**config.mk**
```make
export PLATFORM = sky130hd
export DESIGN_NAME = named_region_registry_allocator
export DESIGN_NICKNAME = d
export VERILOG_FILES = /design/src/rtl/core/nrra_pkg.sv /design/src/rtl/core/nrra_front.sv /design/src/rtl/core/nrra_queue.sv /design/src/rtl/core/nrra_back.sv /design/src/rtl/core/named_region_registry_allocator.sv
export SDC_FILE = /design/constraint.sdc
export NUM_CORES = 2
export LEC_CHECK = 0
export BUFFER_PORTS_ARGS = -buffer_cell sky130_fd_sc_hd__buf_2
export CORE_MARGIN = 8
export CORE_UTILIZATION = 60
export CTS_CLUSTER_SIZE = 28
export DETAILED_ROUTE_END_ITERATION = 16
export GPL_TIMING_DRIVEN = 0
export PLACE_DENSITY = 0.77
export SLEW_MARGIN = 10
export SYNTH_ARGS = -nofsm -noshare
export SYNTH_HDL_FRONTEND = slang
export SYNTH_SLANG_ARGS = --single-unit
```
**constraint.sdc**
```tcl
create_clock -name clk -period 16.2 [get_ports clk]
set_input_delay 0.81 -clock clk [delete_from_list [all_inputs] [get_ports clk]]
set_output_delay 0.81 -clock clk [all_outputs]
set_load 0.005 [all_outputs]
```
**src/rtl/core/nrra_pkg.sv**
```systemverilog
// Shared types and constants for the named region registry allocator.
// No dependencies; imported by every module of the block.
`default_nettype none

package nrra_pkg;

    localparam int          NRRA_MAX_ENTRIES_DEF = 16;
    localparam int          NRRA_QUEUE_DEPTH     = 2;
    localparam logic [63:0] NRRA_HASH_SEED       = 64'd5381;
    localparam logic [31:0] NRRA_DEVICE_RESET    = 32'h0200_0000;
    localparam logic [15:0] NRRA_HEADER_RESET    = 16'h0000;
    localparam int          NRRA_CFG_IDX_W       = 2;

    localparam logic [NRRA_CFG_IDX_W-1:0] REG_DEVICE_BYTES = 2'd0;
    localparam logic [NRRA_CFG_IDX_W-1:0] REG_HEADER_BYTES = 2'd1;

    typedef enum logic [1:0] {
        ST_NEW     = 2'd0,
        ST_KNOWN   = 2'd1,
        ST_FULL    = 2'd2,
        ST_NOSPACE = 2'd3
    } status_t;

    typedef enum logic [1:0] {
        BK_IDLE,
        BK_LOOK,
        BK_CMP,
        BK_DECIDE
    } back_state_t;

    // One completed name, handed from the front to the back.
    typedef struct packed {
        logic [63:0] hash;
        logic [63:0] phys_address;
        logic [31:0] region_bytes;
    } job_t;

    // Queue handshake seen by the back end.
    typedef struct packed {
        logic empty;
        logic full;
    } queue_status_t;

endpackage : nrra_pkg

`default_nettype wire

```
**src/rtl/core/nrra_front.sv**
```systemverilog
// Front end: accepts name bytes, folds them into the djb2 hash and
// emits one job per completed name. Depends on nrra_pkg.
`default_nettype none

module nrra_front
    import nrra_pkg::*;
(
    input  wire logic        clk,
    input  wire logic        rst_n,
    input  wire logic        accept,
    input  wire logic [7:0]  name_byte,
    input  wire logic        name_last,
    input  wire logic [63:0] phys_address,
    input  wire logic [31:0] region_bytes,
    output logic             push,
    output job_t             push_job
);

    logic [63:0] hash_reg;
    logic [63:0] hash_next;
    logic [63:0] hash_fold;

    // hash * 33 + byte, modulo 2^64
    assign hash_fold = (hash_reg << 5) + hash_reg + {56'd0, name_byte};

    always_comb
    begin
        hash_next = hash_reg;
        if (accept)
        begin
            hash_next = name_last ? NRRA_HASH_SEED : hash_fold;
        end
    end

    always_ff @(posedge clk or negedge rst_n)
    begin
        if (!rst_n)
        begin
            hash_reg <= NRRA_HASH_SEED;
        end
        else
        begin
            hash_reg <= hash_next;
        end
    end

    assign push                  = accept && name_last;
    assign push_job.hash         = hash_fold;
    assign push_job.phys_address = phys_address;
    assign push_job.region_bytes = region_bytes;

endmodule : nrra_front

`default_nettype wire

```
**src/rtl/core/nrra_queue.sv**
```systemverilog
// Short job queue between the front and back ends.
// Depends on nrra_pkg for the job type and depth.
`default_nettype none

module nrra_queue
    import nrra_pkg::*;
(
    input  wire logic    clk,
    input  wire logic    rst_n,
    input  wire logic    push,
    input  wire job_t    push_job,
    input  wire logic    pop,
    output job_t         head_job,
    output queue_status_t qstat
);

    localparam int PW = (NRRA_QUEUE_DEPTH > 1) ? $clog2(NRRA_QUEUE_DEPTH) : 1;
    localparam int CW = $clog2(NRRA_QUEUE_DEPTH + 1);
    localparam logic [PW-1:0] LAST_PTR = PW'(NRRA_QUEUE_DEPTH - 1);
    localparam logic [CW-1:0] DEPTH_C  = CW'(NRRA_QUEUE_DEPTH);

    job_t          slot_reg [NRRA_QUEUE_DEPTH];
    logic [PW-1:0] wr_ptr_reg;
    logic [PW-1:0] wr_ptr_next;
    logic [PW-1:0] rd_ptr_reg;
    logic [PW-1:0] rd_ptr_next;
    logic [CW-1:0] cnt_reg;
    logic [CW-1:0] cnt_next;
    logic          do_push;
    logic          do_pop;

    assign qstat.empty = (cnt_reg == '0);
    assign qstat.full  = (cnt_reg == DEPTH_C);
    assign do_push     = push && !qstat.full;
    assign do_pop      = pop && !qstat.empty;
    assign head_job    = slot_reg[rd_ptr_reg];

    always_comb
    begin
        wr_ptr_next = wr_ptr_reg;
        rd_ptr_next = rd_ptr_reg;
        cnt_next    = cnt_reg;
        if (do_push)
        begin
            wr_ptr_next = (wr_ptr_reg == LAST_PTR) ? '0 : wr_ptr_reg + 1'b1;
        end
        if (do_pop)
        begin
            rd_ptr_next = (rd_ptr_reg == LAST_PTR) ? '0 : rd_ptr_reg + 1'b1;
        end
        if (do_push && !do_pop)
        begin
            cnt_next = cnt_reg + 1'b1;
        end
        else if (do_pop && !do_push)
        begin
            cnt_next = cnt_reg - 1'b1;
        end
    end

    always_ff @(posedge clk or negedge rst_n)
    begin
        if (!rst_n)
        begin
            wr_ptr_reg <= '0;
            rd_ptr_reg <= '0;
            cnt_reg    <= '0;
        end
        else
        begin
            wr_ptr_reg <= wr_ptr_next;
            rd_ptr_reg <= rd_ptr_next;
            cnt_reg    <= cnt_next;
        end
    end

    always_ff @(posedge clk)
    begin
        if (do_push)
        begin
            slot_reg[wr_ptr_reg] <= push_job;
        end
    end

    a_no_push_when_full : assert property (@(posedge clk) disable iff (!rst_n)
        !(push && qstat.full))
        else $error("job pushed into a full queue");

    a_no_pop_when_empty : assert property (@(posedge clk) disable iff (!rst_n)
        !(pop && qstat.empty))
        else $error("job popped from an empty queue");

    a_count_bound : assert property (@(posedge clk) disable iff (!rst_n)
        cnt_reg <= DEPTH_C)
        else $error("queue count past depth");

endmodule : nrra_queue

`default_nettype wire

```
**src/rtl/core/nrra_back.sv**
```systemverilog
// Back end: walks the entry table for a duplicate hash, checks count and
// space, records new entries and drives the result. Depends on nrra_pkg.
`default_nettype none

module nrra_back
    import nrra_pkg::*;
#(
    parameter int MAX_ENTRIES = NRRA_MAX_ENTRIES_DEF
)
(
    input  wire logic          clk,
    input  wire logic          rst_n,
    input  wire job_t          head_job,
    input  wire queue_status_t qstat,
    output logic               pop,
    input  wire logic [31:0]   device_bytes,
    input  wire logic [15:0]   header_bytes,
    output logic               done,
    output logic [1:0]         status,
    output logic [31:0]        region_offset,
    output logic [63:0]        name_hash
);

    localparam int AW = (MAX_ENTRIES > 1) ? $clog2(MAX_ENTRIES) : 1;
    localparam int CW = $clog2(MAX_ENTRIES + 1);
    localparam logic [CW-1:0] MAX_C = CW'(MAX_ENTRIES);

    // Entry store, one write or one read port per cycle
    logic [63:0] hash_mem   [MAX_ENTRIES];
    logic [63:0] phys_mem   [MAX_ENTRIES];
    logic [31:0] size_mem   [MAX_ENTRIES];
    logic [31:0] offset_mem [MAX_ENTRIES];

    back_state_t   state_reg;
    back_state_t   state_next;
    job_t          job_reg;
    logic [CW-1:0] idx_reg;
    logic [CW-1:0] idx_next;
    logic [CW-1:0] count_reg;
    logic [CW-1:0] count_next;
    logic [32:0]   used_reg;
    logic [32:0]   used_next;
    logic          found_reg;
    logic          found_next;
    logic [63:0]   rdata_reg;
    logic          done_reg;
    status_t       status_reg;
    logic [31:0]   offset_reg;
    logic [63:0]   hash_out_reg;

    logic          rd_en;
    logic          wr_en;
    logic          decide;
    logic          match;
    logic          table_full;
    logic          no_space;
    logic [33:0]   space_sum;
    logic [33:0]   base;
    status_t       status_calc;

    assign match      = (rdata_reg == job_reg.hash);
    assign table_full = (count_reg == MAX_C);
    assign base       = 34'(header_bytes) + 34'(used_reg);
    assign space_sum  = base + 34'(job_reg.region_bytes);
    assign no_space   = space_sum > 34'(device_bytes);

    always_comb
    begin
        if (found_reg)
        begin
            status_calc = ST_KNOWN;
        end
        else if (table_full)
        begin
            status_calc = ST_FULL;
        end
        else if (no_space)
        begin
            status_calc = ST_NOSPACE;
        end
        else
        begin
            status_calc = ST_NEW;
        end
    end

    // Next state
    always_comb
    begin
        state_next = state_reg;
        unique case (state_reg)
            BK_IDLE:
            begin
                if (!qstat.empty)
                begin
                    state_next = BK_LOOK;
                end
            end
            BK_LOOK:
            begin
                state_next = (idx_reg == count_reg) ? BK_DECIDE : BK_CMP;
            end
            BK_CMP:
            begin
                state_next = match ? BK_DECIDE : BK_LOOK;
            end
            BK_DECIDE:
            begin
                state_next = BK_IDLE;
            end
            default:
            begin
                state_next = BK_IDLE;
            end
        endcase
    end

    // Outputs of the sequencer
    always_comb
    begin
        pop    = 1'b0;
        rd_en  = 1'b0;
        decide = 1'b0;
        unique case (state_reg)
            BK_IDLE:   pop    = !qstat.empty;
            BK_LOOK:   rd_en  = (idx_reg != count_reg);
            BK_CMP:    ;
            BK_DECIDE: decide = 1'b1;
            default:   ;
        endcase
    end

    assign wr_en = decide && (status_calc == ST_NEW);

    always_comb
    begin
        idx_next   = idx_reg;
        found_next = found_reg;
        count_next = count_reg;
        used_next  = used_reg;
        if (pop)
        begin
            idx_next   = '0;
            found_next = 1'b0;
        end
        if (state_reg == BK_CMP)
        begin
            if (match)
            begin
                found_next = 1'b1;
            end
            else
            begin
                idx_next = idx_reg + 1'b1;
            end
        end
        if (wr_en)
        begin
            count_next = count_reg + 1'b1;
            used_next  = used_reg + 33'(job_reg.region_bytes);
        end
    end

    always_ff @(posedge clk or negedge rst_n)
    begin
        if (!rst_n)
        begin
            state_reg <= BK_IDLE;
            idx_reg   <= '0;
            found_reg <= 1'b0;
            count_reg <= '0;
            used_reg  <= '0;
            done_reg  <= 1'b0;
        end
        else
        begin
            state_reg <= state_next;
            idx_reg   <= idx_next;
            found_reg <= found_next;
            count_reg <= count_next;
            used_reg  <= used_next;
            done_reg  <= decide;
        end
    end

    // Payload registers
    always_ff @(posedge clk)
    begin
        if (pop)
        begin
            job_reg <= head_job;
        end
        if (decide)
        begin
            status_reg   <= status_calc;
            offset_reg   <= (status_calc == ST_NEW) ? base[31:0] : 32'd0;
            hash_out_reg <= job_reg.hash;
        end
    end

    always_ff @(posedge clk)
    begin
        if (wr_en)
        begin
            hash_mem[count_reg[AW-1:0]]   <= job_reg.hash;
            phys_mem[count_reg[AW-1:0]]   <= job_reg.phys_address;
            size_mem[count_reg[AW-1:0]]   <= job_reg.region_bytes;
            offset_mem[count_reg[AW-1:0]] <= base[31:0];
        end
        if (rd_en)
        begin
            rdata_reg <= hash_mem[idx_reg[AW-1:0]];
        end
    end

    assign done          = done_reg;
    assign status        = status_reg;
    assign region_offset = offset_reg;
    assign name_hash     = hash_out_reg;

    a_done_after_decide : assert property (@(posedge clk) disable iff (!rst_n)
        done_reg |-> $past(state_reg == BK_DECIDE))
        else $error("result strobe without a decision");

    a_count_bound : assert property (@(posedge clk) disable iff (!rst_n)
        count_reg <= MAX_C)
        else $error("entry count past table size");

    a_new_grows_count : assert property (@(posedge clk) disable iff (!rst_n)
        wr_en |=> count_reg == $past(count_reg) + 1'b1)
        else $error("new entry did not advance the count");

    a_offset_only_new : assert property (@(posedge clk) disable iff (!rst_n)
        (done_reg && status_reg != ST_NEW) |-> offset_reg == 32'd0)
        else $error("offset handed out on a failed request");

endmodule : nrra_back

`default_nettype wire

```
**src/rtl/core/named_region_registry_allocator.sv**
```systemverilog
// Named region registry allocator. Name bytes are taken one per cycle
// while busy is low. A completed name waits in the queue until the back end
// pops it, walks the N entries in use (LOOK, CMP) and decides; done is then
// registered. Later names are taken meanwhile: up to two completed names
// wait in the queue; busy holds while it is full. The receiver cannot
// stall. Reset clears count, space and hash; table contents stay undefined.
// Depends on nrra_pkg, nrra_front/queue/back.
`default_nettype none

module named_region_registry_allocator
    import nrra_pkg::*;
#(
    parameter int MAX_ENTRIES = NRRA_MAX_ENTRIES_DEF
)
(
    input  wire logic                      clk,
    input  wire logic                      rst_n,
    input  wire logic                      start,
    output logic                           busy,
    input  wire logic [7:0]                name_byte,
    input  wire logic                      name_last,
    input  wire logic [63:0]               phys_address,
    input  wire logic [31:0]               region_bytes,
    input  wire logic                      cfg_valid,
    output logic                           cfg_ready,
    input  wire logic [NRRA_CFG_IDX_W-1:0] cfg_index,
    input  wire logic [31:0]               cfg_data,
    output logic                           done,
    output logic [1:0]                     status,
    output logic [31:0]                    region_offset,
    output logic [63:0]                    name_hash
);

    logic          cfg_write;
    logic [31:0]   device_reg;
    logic [15:0]   header_reg;
    logic          accept;
    logic          push;
    logic          pop;
    job_t          push_job;
    job_t          head_job;
    queue_status_t qstat;

    assign cfg_ready = 1'b1;
    assign busy      = qstat.full;
    assign accept    = start && !busy;
    assign cfg_write = cfg_valid && cfg_ready;

    always_ff @(posedge clk or negedge rst_n)
    begin
        if (!rst_n)
        begin
            device_reg <= NRRA_DEVICE_RESET;
            header_reg <= NRRA_HEADER_RESET;
        end
        else if (cfg_write)
        begin
            unique case (cfg_index)
                REG_DEVICE_BYTES: device_reg <= cfg_data;
                REG_HEADER_BYTES: header_reg <= cfg_data[15:0];
                default:          ;
            endcase
        end
    end

    nrra_front u_front (
        .clk          (clk),
        .rst_n        (rst_n),
        .accept       (accept),
        .name_byte    (name_byte),
        .name_last    (name_last),
        .phys_address (phys_address),
        .region_bytes (region_bytes),
        .push         (push),
        .push_job     (push_job)
    );

    nrra_queue u_queue (
        .clk      (clk),
        .rst_n    (rst_n),
        .push     (push),
        .push_job (push_job),
        .pop      (pop),
        .head_job (head_job),
        .qstat    (qstat)
    );

    nrra_back #(
        .MAX_ENTRIES (MAX_ENTRIES)
    ) u_back (
        .clk           (clk),
        .rst_n         (rst_n),
        .head_job      (head_job),
        .qstat         (qstat),
        .pop           (pop),
        .device_bytes  (device_reg),
        .header_bytes  (header_reg),
        .done          (done),
        .status        (status),
        .region_offset (region_offset),
        .name_hash     (name_hash)
    );

endmodule : named_region_registry_allocator

`default_nettype wire
```
**After elaboration in Yosys (flattened, before gate mapping)**

Memories as Yosys holds them, arrays and structs flattened. A register that Yosys moved wholly into a read port is not among the register bits.
Index checks and enable logic that the tools add are counted.

- $add $sub $neg: 11
- Magnitude comparators: 1
- Eq/ne operators: 10
- Mux-type cells: 25
- Reduce and logical (&&, ||, !) cells: 18

Operators by type and width:

| cell | count |
|---|---|
| $add 64x64->64 | 1 |
| $add 64x8->64 | 1 |
| $eq 64x64->1 | 1 |
| $mux 64 | 1 |
| $add 16x33->34 | 1 |
| $add 34x32->34 | 1 |
| $gt 34x32->1 | 1 |
| $add 33x32->33 | 1 |
| $mux 5 | 3 |
| $mux 2 | 7 |
| $mux 1 | 13 |
| $add 5x1->5 const B | 2 |
| $logic_not 2->1 | 4 |
| $pmux 2 s4 | 1 |
| $logic_and 1x1->1 | 7 |
| $eq 2x2->1 const B | 3 |
| $eq 5x5->1 | 1 |
| $eq 5x5->1 const B | 1 |
| $ne 5x5->1 | 1 |
| $eq 2x1->1 const B | 2 |
| $logic_not 1->1 | 4 |
| $reduce_and 2->1 | 2 |
| $add 1x1->1 const B | 2 |
| $add 2x1->2 const B | 1 |
| other kinds (3) | 3 |

- Bits in registers: 261
- Memory bits (writable): 1,344
- Logic and storage cells: 82
- Memories kept: 2

Memory list:

| name | depth | bits a word | rd ports | clocked after Yosys merged registers in | write ports | RTL line | text |
|---|---|---|---|---|---|---|---|
| u_back.hash_mem | 16 | 64 | 1 | 1 | 1 | nrra_back.sv:29 | `logic [63:0] hash_mem [MAX_ENTRIES];` |
| u_queue.slot_reg | 2 | 160 | 1 | 1 | 1 | nrra_queue.sv:22 | `job_t slot_reg [NRRA_QUEUE_DEPTH];` |

**Longest topological paths before layout**

- Depth after elaboration: 10
- Depth in mapped cells: 34
- Mapped depth without buffers: 32

**Modules after synthesis**

A second synthesis with hierarchy kept.

- Cells, all modules: 4,195
- Area, all modules: 75,703.9 µm²

Modules (own cells, without submodules):

| module | times used | cells an instance | area an instance (µm²) | seq. area each (µm²) |
|---|---|---|---|---|
| nrra_back | 1 | 2,675 | 54,054.3 | 39,673.0 |
| nrra_queue | 1 | 517 | 12,104.1 | 9,709.3 |
| nrra_front | 1 | 898 | 7,707.4 | 1,607.8 |
| named_region_registry_allocator | 1 | 105 | 1,838.0 | 1,202.4 |

**Worst setup path after synthesis**

OpenSTA, ideal clock, no wires.

- Kind: reg-to-reg
- From: reg u_back.used_reg[3]
- To: mem u_back.hash_mem[3][0] (enable)
- Setup time: 646 ps
- Arrival time: 11,530 ps
- Path slack: 4,025 ps
- Cell stages (with the launch flop): 26
- Path buffers: 0
- Period minus slack after synthesis: 12,175 ps
- Cell sequence: dfrtp_1 -> ha_1 -> or4_1 -> o22a_2 -> a31oi_4 -> o31ai_4 -> and4_1 -> xor2_1 -> ha_1 -> a21o_1 -> a21o_1 -> a21o_1 -> or3_1 -> a21oi_2 -> nor2_1 -> or2_2 -> a21oi_1 -> xnor2_1 -> ha_1 -> a211oi_1 -> o211ai_1 -> a221o_1 -> o221ai_1 -> a31oi_1 -> nor3_2 -> nor4bb_1

- Longest elaborated chain between the ends: 10

RTL lines:

| what | RTL line | text |
|---|---|---|
| from (decl) | nrra_back.sv:41 | `logic [32:0] used_reg;` |
| from (signal assigned) | nrra_back.sv:181 | `used_reg <= used_next;` |
| $add 16x33->34 | nrra_back.sv:63 | `assign base = 34'(header_bytes) + 34'(used_reg);` |
| net u_back.base[21] | nrra_back.sv:58 | `logic [33:0] base;` |
| $add 34x32->34 | nrra_back.sv:64 | `assign space_sum = base + 34'(job_reg.region_bytes);` |
| $gt 34x32->1 | nrra_back.sv:65 | `assign no_space = space_sum > 34'(device_bytes);` |
| $mux 2 | nrra_back.sv:77 | `else if (no_space)` |
| $mux 2 | nrra_back.sv:73 | `else if (table_full)` |
| $mux 2 | nrra_back.sv:69 | `if (found_reg)` |
| $logic_not 2->1 | nrra_back.sv:133 | `assign wr_en = decide && (status_calc == ST_NEW);` |
| $logic_and 1x1->1 | nrra_back.sv:133 |  |
| $mux 1 | n/a |  |
| $mux 1 (not written as such) | nrra_back.sv:205 | `hash_mem[count_reg[AW-1:0]] <= job_reg.hash;` |
| to (decl) | nrra_back.sv:29 |  |

The timed path passes the listed nets, and every way through them passes these cells.

**Final worst setup path**

- From: reg header_reg[0]
- To: mem u_back.hash_mem[0][36] (enable)

- Longest elaborated chain between the ends: 10

RTL lines:

| what | RTL line | text |
|---|---|---|
| from (decl) | named_region_registry_allocator.sv:36 | `logic [15:0] header_reg;` |
| from (signal assigned) | named_region_registry_allocator.sv:60 | `REG_HEADER_BYTES: header_reg <= cfg_data[15:0];` |
| $add 16x33->34 | nrra_back.sv:63 |  |
| net u_back.base[18] | nrra_back.sv:58 |  |
| $add 34x32->34 | nrra_back.sv:64 |  |
| $gt 34x32->1 | nrra_back.sv:65 |  |
| $mux 2 | nrra_back.sv:77 |  |
| $mux 2 | nrra_back.sv:73 |  |
| $mux 2 | nrra_back.sv:69 |  |
| $logic_not 2->1 | nrra_back.sv:133 |  |
| $logic_and 1x1->1 | nrra_back.sv:133 |  |
| $mux 1 | n/a |  |
| $mux 1 (not written as such) | nrra_back.sv:205 |  |

The timed path passes the listed nets, and every way through them passes these cells.

==> summary.md <==
| Metric | Value |
|---|---|
| Highest clock rate | 0.111 GHz |
| Worst rel slew slack | 13.2% |
| CP startpoint | header_reg[0]$_DFFE_PN0P_ |
| Pin count of the biggest net entering global routing | between 90 and 100 |
| Die Span X | 357 um |
| Post-layout nets | around 4,700 |
| Cts bufs inserted | 160 |
| Number of rows in the core area | 125 |
| Warnings, synthesis | 0 |
| Vias after detailed routing | ~39,000 |
| Share of layout cells above drive strength 1 | approximately 22% |
| Most used flip-flop cell after synthesis | sky130_fd_sc_hd__edfxtp_1 |
| TritonCTS sink count | around 1,600 |
| Static Leak | around 27 nW |
| Total congestion overflow | 0 |
| Die Outline Area | ~130,000 um^2 |
| Chip height | about 360 um |
| TritonCTS clock tree | yes |
| Multi-input gate area in the final layout | 20,500 um^2 |
| CTS clk-pin slew, worst paths | 0.06 ns |
| Number of distinct standard cells referenced by the synthesized netlist | 95 |
| Cts hold-fix bufs | 1 |
| Cells taking the most area after synthesis | sky130_fd_sc_hd__edfxtp_1 (64%), sky130_fd_sc_hd__mux4_2 (10%), sky130_fd_sc_hd__dfrtp_1 (5.6%) |
| Share of the yosys chip area belonging to registers | between 60% and 70% |
| Final min period | 9.02 ns |
| Hold Path Cell Cnt | 1 |
| Count of flip-flops with a built-in enable after synthesis | 1,474 |
| Tightest Hold Check Type | in -> reg |
| Worst EP arrival | 9.46 ns |
| Required @ worst endpoint | 16.64 ns |
| Drt first-iter violations | roughly 4,800 |
| Netlist area before placement | about 70,000 um^2 |
| Type of element launching the critical path | flip-flop |
| Count of port buffers added during placement | between 150 and 200 |
| Worst ir drop on vdd | roughly 0.14 mV |
| Non-filler instance count after layout | approximately 6,000 |
| Post-route cell area | approximately 79,000 um^2 |
| First-pass GRT wire length | ~260,000 um |
| Cell count of the worst reg-to-reg path | 29 |
| Post-route ant nets | 0 |
| Period utilisation layout | 55.7% |
| Power per unit of standard cell area | 208 nW/um^2 |
| Number of nets produced by synthesis | 4,277 |
| Hpwl dp | about 110,000 um |
| CP max stage cell | sky130_fd_sc_hd__and4bb_4 |
| Average vias per placed instance | 6.53 |
| Final count of hold timing violations | 0 |
| Syn Area/Cell | between 15 and 20 um^2 |
| FF-to-FF End | u_back.hash_mem[0][36]$_DFFE_PP_ |
| Portion of synthesized cell area occupied by the leading cell type | between 60% and 70% |
| Post-place instance area | 73,400 um^2 |
| Share of flip-flops with an asynchronous set or reset | roughly a tenth |
| DRC violations left | 0 |
| Final Setup Violations | 0 |
| Total wire length after detailed routing | 179,000 um |
| Number of H-tree branching levels | 4 |
| Clock latency at the later pin of the worst-skew pair | around 0.79 ns |
| Post-synthesis cell count | 3,884 |
| Deepest clock path buffer count | 3 |
| Library cell appearing most often on the critical path | sky130_fd_sc_hd__a21oi_1 |
| Post-CTS sizing | 0 |
| CP max stage delay | roughly 0.90 ns |
| Slack of the worst reg-to-reg path | 7.18 ns |
| Count of state elements after synthesis | approximately 1,600 |
| Library cell with the largest summed area after synthesis | sky130_fd_sc_hd__edfxtp_1 |
| TritonRoute pass-1 iters | 6 |
| Synth-to-layout area growth | 12.8% |
| Max FFs per register | slightly above 1,000 |
| Top-level I/O count | between 200 and 250 |
| Routability Congestion | 0.893 |
| Count of pins over their slew limit | 0 |
| Timing endpoint of the critical path | u_back.hash_mem[0][36]$_DFFE_PP_ |
| Crit path max fanout | 34 |
| Starting density of the core | roughly three fifths |
| Placed Cells incl. Taps | roughly 5,600 |
| Run status | complete, no violations |
| Vias in the first global route | between 30,000 and 40,000 |
| Overall routing resource usage | ~28% |
| Initial antenna violation count | 16 |
| Fillcell total | 7,346 |
| Number of max-capacitance violations reported | 0 |
| Core area | ~120,000 um^2 |
| Routed WL per cell | 30.3 um |
| Setup clock skew after layout | around 0.033 ns |
| Worst r2r src | header_reg[0]$_DFFE_PN0P_ |
| Critical path endpoint category | flip-flop |
| Setup Fix Bufs, Post-CTS | 0 |
| Classification of the worst setup path | reg -> reg |
| Area used by sequential logic in the layout | 48,300 um^2 |
| Measured slew at the worst slew-check pin | roughly 1.3 ns |
| RSZ-0062 raised after global routing | false |
| Clock root cell | sky130_fd_sc_hd__clkbuf_16 |
## worst max-delay path: cells and delay by family, from the launching register on
kind | cells | cell delay (ns)
compound gates | 17 | 3.93
xor+xnor | 2 | 0.60
simple gates | 3 | 1.65
buf+inv | 3 | 0.77
flops | 1 | 0.39
fa+ha+maj | 4 | 1.27
## worst min path at each step
stage	slack, ns	to	startpoint
3_5_place_dp	0.49	u_front.hash_reg[0]$_DFFE_PN1P_	u_front.hash_reg[0]$_DFFE_PN1P_
3_3_place_gp	0.48	u_queue.wr_ptr_reg$_DFFE_PN0P_	u_queue.wr_ptr_reg$_DFFE_PN0P_
2_1_floorplan	0.46	u_front.hash_reg[0]$_DFFE_PN1P_	u_front.hash_reg[0]$_DFFE_PN1P_
6_report	0.21	u_queue.slot_reg[1][18]$_DFFE_PP_	region_bytes[18]
5_1_grt	0.19	u_queue.slot_reg[0][15]$_DFFE_PP_	region_bytes[15]
4_1_cts	0.17	u_queue.slot_reg[1][18]$_DFFE_PP_	region_bytes[18]
## cells in the mapped netlist, drive strengths merged (10+ instances only)
| library cell | n |
|---|---|
| a211oi | 18 |
| a21o | 58 |
| a21oi | 149 |
| a22o | 56 |
| a31oi | 17 |
| and2 | 10 |
| and3 | 30 |
| and4 | 12 |
| buf | 37 |
| clkbuf | 111 |
| dfrtp | 157 |
| edfxtp | 1474 |
| ha | 243 |
| inv | 86 |
| mux2 | 128 |
| mux4 | 320 |
| nand2 | 152 |
| nand2b | 26 |
| nand3 | 39 |
| nand4 | 35 |
| nor2 | 94 |
| nor2b | 29 |
| nor3 | 26 |
| nor4 | 23 |
| o211ai | 14 |
| o21a | 27 |
| o21ai | 130 |
| o21bai | 32 |
| o31ai | 11 |
| xnor2 | 105 |
| xor2 | 116 |
## kinds of logic after synthesis
kind of cell	count (synthesis)	share of synthesized area, %
DFF	1637	69.4
muxes	451	12.5
other	1	0.00538
buffers and inverters	234	1.34
and+or+nand+nor	511	3.77
adders and majority gates	250	4.56
AOI/OAI and AO/OA	579	5.64
xor gates and xnor gates	221	2.78
## through the flow
| step | worst slack [ns] | utilization (%) | total power [mW] | hold slack (ns) | setup TNS, ns |
|---|---|---|---|---|---|
| 2_1_floorplan | 4.02 | - | 10.4 | 0.456 | 0 |
| 3_3_place_gp | -4.66 | 62.6 | 12.4 | 0.477 | -297.19 |
| 3_5_place_dp | 7.41 | 63.4 | 12.5 | 0.488 | 0 |
| 4_1_cts | 7.30 | 67.9 | 16.3 | 0.171 | 0 |
| 5_1_grt | 6.70 | 67.9 | 17.1 | 0.190 | 0 |
| 6_report | 7.18 | 67.9 | 16.3 | 0.213 | 0 |
## power by group
group	leakage, nW	switching, mW	internal, mW
Sequential	15.5	0.691	5.88
Combinational	9.50	3.64	2.41
Clock	2.50	1.64	2.08
## area by class of cell
class | count | share of cell area (%)
Tap cell | 1524 | 2.43
Inverter | 86 | 0.423
Clock buffer | 197 | 5.31
Buffer | 148 | 0.777
Sequential cell | 1637 | 61.5
Timing Repair Buffer | 217 | 2.17
Multi-Input combinational cell | 2013 | 26.1
Clock inverter | 92 | 1.30
Antenna cell | 7 | 0.0223
## cells in the final DEF, fill, tap and decap left out, drive strengths merged, types with 58 or more instances in the layout
| cell type | instances |
|---|---|
| a21o | 58 |
| mux2 | 128 |
| nor2 | 94 |
| ha | 243 |
| inv | 97 |
| clkinv | 58 |
| buf | 252 |
| o21ai | 130 |
| a21oi | 149 |
| nand2 | 152 |
| dfrtp | 157 |
| xnor2 | 105 |
| clkbuf | 309 |
| edfxtp | 1474 |
| xor2 | 116 |
| mux4 | 320 |
## per-layer routing
| layer | global-route usage, % | part of all wire, % | up-vias |
|---|---|---|---|
| li1 | - | - | 16400 |
| met1 | 37.0 | 37 | 19600 |
| met2 | 46.1 | 49 | 2299 |
| met3 | 5.91 | 9.7 | 404 |
| met4 | 11.5 | 4.2 | 2 |
| met5 | 0 | 0.0073 | - |
Power figures use the tool's default switching activity.
